`src/dpw_pkg.sv`:
```
// Shared constants, codes and controller/datapath interface types for the duplicate packet window.
`default_nettype none
package dpw_pkg;

  // Ring geometry. TABLE_DEPTH is a power of two; slot arithmetic wraps on its low bits.
  localparam int TABLE_DEPTH   = 64;
  localparam int NEWEST_OFFSET = 63;
  localparam int SLOT_W        = $clog2(TABLE_DEPTH);

  localparam int ID_W   = 16;
  localparam int MASK_W = 64;
  localparam int CNT_W  = $clog2(MASK_W);
  localparam int STAT_W = 2;

  localparam logic [STAT_W-1:0] STAT_NEW   = 2'd0;
  localparam logic [STAT_W-1:0] STAT_DUP   = 2'd1;
  localparam logic [STAT_W-1:0] STAT_STALE = 2'd2;

  typedef struct packed {
    logic capture;   // latch the accepted beat
    logic evaluate;  // window compare, slide or rebase, table read
    logic check;     // mask test and write back
    logic publish;   // load the result register
  } dpw_cmd_t;

  typedef struct packed {
    logic stale;     // block id at or before the oldest id
  } dpw_sts_t;

endpackage
`default_nettype wire

```
`src/dpw_ctrl.sv`:
```
// Sequencer for the duplicate packet window: handshakes and datapath commands.
`default_nettype none
module dpw_ctrl
  import dpw_pkg::*;
(
  input  wire logic     clk,
  input  wire logic     rst,
  input  wire logic     pkt_valid,
  output logic          pkt_stall,
  output logic          res_valid,
  input  wire logic     res_stall,
  input  wire dpw_sts_t sts,
  output dpw_cmd_t      cmd
);

  localparam logic [1:0] S_IDLE  = 2'd0;
  localparam logic [1:0] S_EVAL  = 2'd1;
  localparam logic [1:0] S_CHECK = 2'd2;
  localparam logic [1:0] S_SEND  = 2'd3;

  logic [1:0] state;
  logic [1:0] state_next;
  logic       res_valid_next;
  logic       out_free;

  assign pkt_stall = (state != S_IDLE);
  assign out_free  = !res_valid || !res_stall;

  always_comb begin
    state_next = state;
    cmd        = '0;
    unique case (state)
      S_IDLE: begin
        if (pkt_valid) begin
          cmd.capture = 1'b1;
          state_next  = S_EVAL;
        end
      end
      S_EVAL: begin
        cmd.evaluate = 1'b1;
        state_next   = sts.stale ? S_SEND : S_CHECK;
      end
      S_CHECK: begin
        cmd.check  = 1'b1;
        state_next = S_SEND;
      end
      S_SEND: begin
        if (out_free) begin
          cmd.publish = 1'b1;
          state_next  = S_IDLE;
        end
      end
      default: state_next = S_IDLE;
    endcase
  end

  always_comb begin
    res_valid_next = res_valid;
    if (cmd.publish) begin
      res_valid_next = 1'b1;
    end else if (res_valid && !res_stall) begin
      res_valid_next = 1'b0;
    end
  end

  always_ff @(posedge clk) begin
    if (rst) begin
      state     <= S_IDLE;
      res_valid <= 1'b0;
    end else begin
      state     <= state_next;
      res_valid <= res_valid_next;
    end
  end

endmodule
`default_nettype wire

```
`config.mk`:
```
export PLATFORM = sky130hd
export DESIGN_NAME = dpw_ctrl
export DESIGN_NICKNAME = d
export VERILOG_FILES = /design/src/dpw_pkg.sv /design/src/dpw_ctrl.sv
export SDC_FILE = /design/constraint.sdc
export NUM_CORES = 1
export LEC_CHECK = 0
export ABC_AREA = 1
export BUFFER_PORTS_ARGS = -buffer_cell sky130_fd_sc_hd__buf_2
export CORE_AREA = 10 10 47 49
export DETAILED_ROUTE_END_ITERATION = 12
export DIE_AREA = 0 0 57 59
export GPL_TIMING_DRIVEN = 0
export PLACE_DENSITY_LB_ADDON = 0.2
export SYNTH_ARGS = -nofsm -noshare
export SYNTH_HDL_FRONTEND = slang
export SYNTH_SLANG_ARGS = --single-unit
```
`constraint.sdc`:
```
create_clock -name clk -period 1.43 [get_ports clk]
set_input_delay 0.286 -clock clk [delete_from_list [all_inputs] [get_ports clk]]
set_output_delay 0.286 -clock clk [all_outputs]
set_load 0.05 [all_outputs]
```
# After elaboration in Yosys (flattened, before gate mapping)
# Cells that the tools add are included.
[word_totals] register_bits=3 in_bits=5 output_inout_bits=6 elab_cells=27
[classes] n_eq_ne=5 n_mux=12 reduce_logical=8
[ops] op="two-way mux 1 bit" n=9
[ops] op="one-hot mux 2 bit (4 select lines)" n=1
[ops] op="equality test 2 bit, second input constant" n=2
[ops] op="two-way mux 2 bit" n=2
[ops] op="!= test 2 bit, second input constant" n=2
[ops] op="nonzero test 2 bit" n=2
[ops] op="equality test 2 x 1 -> 1 bit, second input constant" n=1
[ops] op="logical NOT 1 bit" n=2
[ops] op="logical NOT 2 bit" n=1
[ops] op="AND reduction 2 bit" n=1
[ops] op="logical AND 1 bit" n=1
[ops] op="logical OR 1 bit" n=1

# Longest topological paths before layout
[logic_depth] ltp_word=5 depth_mapped=6 ltp_nobuf=6

# Worst setup path before layout
# Ideal clock, no wire load.
[synth_path] kind="reg2reg" start="reg state[1]" end="reg state[0]" setup_ns=0.066 t_arrival_ns=1.216 t_required_ns=1.364 path_slack_ns=0.148 path_stages_with_launch=7 n_path_buf=0 period_less_slack_ns=1.282 cell_sequence="dfxtp_1 > inv_1 > ha_1 > nand2_1 > nand3_1 > nand2_1 > a21oi_2"
[synth_via] elab_chain_len=3 elab_cells_between_ends=8 classes_between="5 x eq/ne; 1 x mux; 2 x reduce/logical"
[synth_rtl] item="start: declaration" line="dpw_ctrl.sv:21" source="logic [1:0] state;"
[synth_rtl] item="start signal: assignment" line="dpw_ctrl.sv:71" source="state <= state_next;"
[synth_rtl] item="equality test 2 bit / logical NOT 2 bit (equally long branches)" line="dpw_ctrl.sv:32" source="unique case (state)"
[synth_rtl] item="!= test 2 bit (no source line)"
[synth_rtl] item="AND reduction 2 bit (no source line)"
# Parallel ways exist; a longest one is shown, timed or not.
# A chain may end at the register's enable or synchronous reset.

==> out/metrics.csv <==
metric,value,unit
p_leak,0.205,nW
outcome,finished clean,
core-area,1400,µm²
path_clk_slew,0.04,ns
grt_pass1_wl,986,µm
cts_tree,built,
ir_drop,0.956,mV
via_per_inst,3.61,
nets,59,
rows,14,
period_share,0.966,
synth_top_area_share,0.259,
synth_area_leaders,"ha_1 (26%), dfxtp_1 (25%), nand2_1 (12%), inv_1 (11%), a21oi_1 (6.2%)",
ios,11,
grt_overflow_total,0,
criticalPathCategory,flip-flop to output pin,
firstDrtPassIters,2,
seqPwrFrac,0.175,
synth-edff-count,0,
dieHeight,59,µm
clock_skew,0.00138,ns
wl_met1,265,µm
syn_avg_cell_area,7.32,µm²
fmax,0.724,GHz
p_total,1.04,mW
drive_gt1_frac,0.521,
ys_warn_count,0,
cpPeakStageDelay,0.36,ns
yosysMostFrequentCell,nand2_1,
tightest_slew,0.251,ns
slew_violations,0,
ys_async_sr_fraction,0,
drtAntennaViolNets,0,
dr_wl_met3,41,µm
cts-hold-fix-buffers,0,
hold_class,primary input to flip-flop,
clockBufferDepth,2,
start_kind,flip-flop,
arrival,1.10,ns
port_buffers,10,
dieArea,3360,µm²
crit_required,1.14,ns
routed.top_layer,met3,
hpwl,448,µm
syn-cell-area,241,µm²
yosys.area.top_type,ha_1,
hold_start,rst,
syn_inst,33,
start_util,0.172,
area_delta_synth_final,69.4,%
relSlewSlack,0.834,
antenna_found_initial,0,
grt_max_degree,6,
wl_per_cell,8.91,µm
p_comb_frac,0.685,
yosysSeqAreaShare,0.249,
grt_use_total,0.0376,
clock_power_share,0.139,
ys.flop_type,dfxtp_1,
clk_latency,0.23,ns
n_antenna_cell,0,
grt_pass1_vias,238,
switching_power,0.535,mW
end_kind,output pin,
synth_nets,43,
setup.worst_path.start,state[0],
setup_viol,0,
htreeDepth,1,
drc_errors,0,
crit_chain,"buf_4, ha_1, buf_6",
die_w,57,µm
post-route-util,0.292,
ys_seq_elements,3,
finalHoldViolCount,0,
cts.sinks,3,
vias,231,
ys_top_cells_by_count,"nand2_1 (8), inv_1 (7), ha_1 (5)",
drtIter0Drc,1,
finalCriticalPeriod,1.38,ns
power_density,2540,nW/µm²
switching_share,0.515,
wl_met2,264,µm
place_congestion,0.700,
wl,570,µm
cap_violations,0,
yosysUniqueCellTypes,10,
cp_slowest_cell,dfxtp_4,
numCtsBuffers,3,
path_max_fanout,3,
cts-root-buf,clkbuf_4,
rsz0062_at_grt,false,
intPower,0.504,mW
r2r_start,state[0],
==> power by group through the flow <==
stage                     combinational (mW)  clock [mW]  sequential, mW
after global placement                 0.570           0           0.154
after detailed placement               0.571           0           0.153
after CTS                              0.692       0.154           0.180
final                                  0.712       0.144           0.182
after floorplan                        0.465           0           0.155
after global routing                   0.782       0.159           0.189
==> what timing repair did <==
| item | in CTS | in global routing |
|---|---|---|
| gates resized for setup | 16 | 4 |
| setup buffers | 1 | 1 |
| setup endpoints to repair | 4 | 4 |
==> path summary, 6_finish.rpt <==
kind         depth (start not counted)  slack (ns)   endpoint
max reg2reg                          6        0.35   state[0]
min reg2reg                          2        0.50  res_valid
min                                  2        0.24   state[0]
max                                  3        0.05     cmd[2]
==> stage by stage <==
step | cell area, µm² | setup slack [ns] | setup TNS, ns | hold WS [ns] | cells
6_report | 409 | 0.0486 | 0 | 0.243 | 64
5_1_grt | 409 | 0.000944 | 0 | 0.244 | 64
4_1_cts | 399 | -0.00924 | -0.0178 | 0.235 | 64
3_5_place_dp | 312 | 0.0236 | 0 | 0.487 | 59
3_3_place_gp | 312 | 0.0183 | 0 | 0.485 | 59
2_1_floorplan | 241 | 0.148 | 0 | 0.348 | 33
==> cells by family (layout without fill, tap and decap cells) <==
group,count (synthesis),count (layout),synth area share
flops,3,3,0.249
compound gates,4,4,0.0984
buf+inv,8,23,0.140
fa+ha+maj,5,5,0.259
simple gates,13,13,0.254
==> routing by layer <==
layer,vias up,global-route usage
met2,7,0.0558
met1,92,0.0368
li1,132,-
met5,-,0
met4,0,0.0403
met3,0,0.0172
==> sequential cells by signal, summed over array words and instances (netlist names) <==
register	count
res_valid	1
state	2
==> worst max-delay path: cells and delay by family, from the launching register on <==
| family | cells | cell delay (ns) |
|---|---|---|
| buf+inv | 2 | 0.30 |
| flops | 1 | 0.36 |
| fa+ha+maj | 1 | 0.21 |
==> layout make-up <==
type	count	area, µm²
fill	163	992
multi-input combinational	22	176
timing repair buffer	12	90.1
inverter	7	28.8
clock buffer	4	26.3
tap	16	20.0
sequential	3	67.6
==> placed cells by master (no fill, tap or decap), types with 2 or more instances in the layout <==
cell type / instances
buf_4: 3
nand2_1: 8
a21oi_2: 2
inv_1: 5
a21oi_1: 2
nand3_1: 3
ha_1: 3
ha_4: 2
buf_2: 6
dfxtp_4: 2
buf_6: 2
clkbuf_4: 3
(Power assumes the default switching activity.)
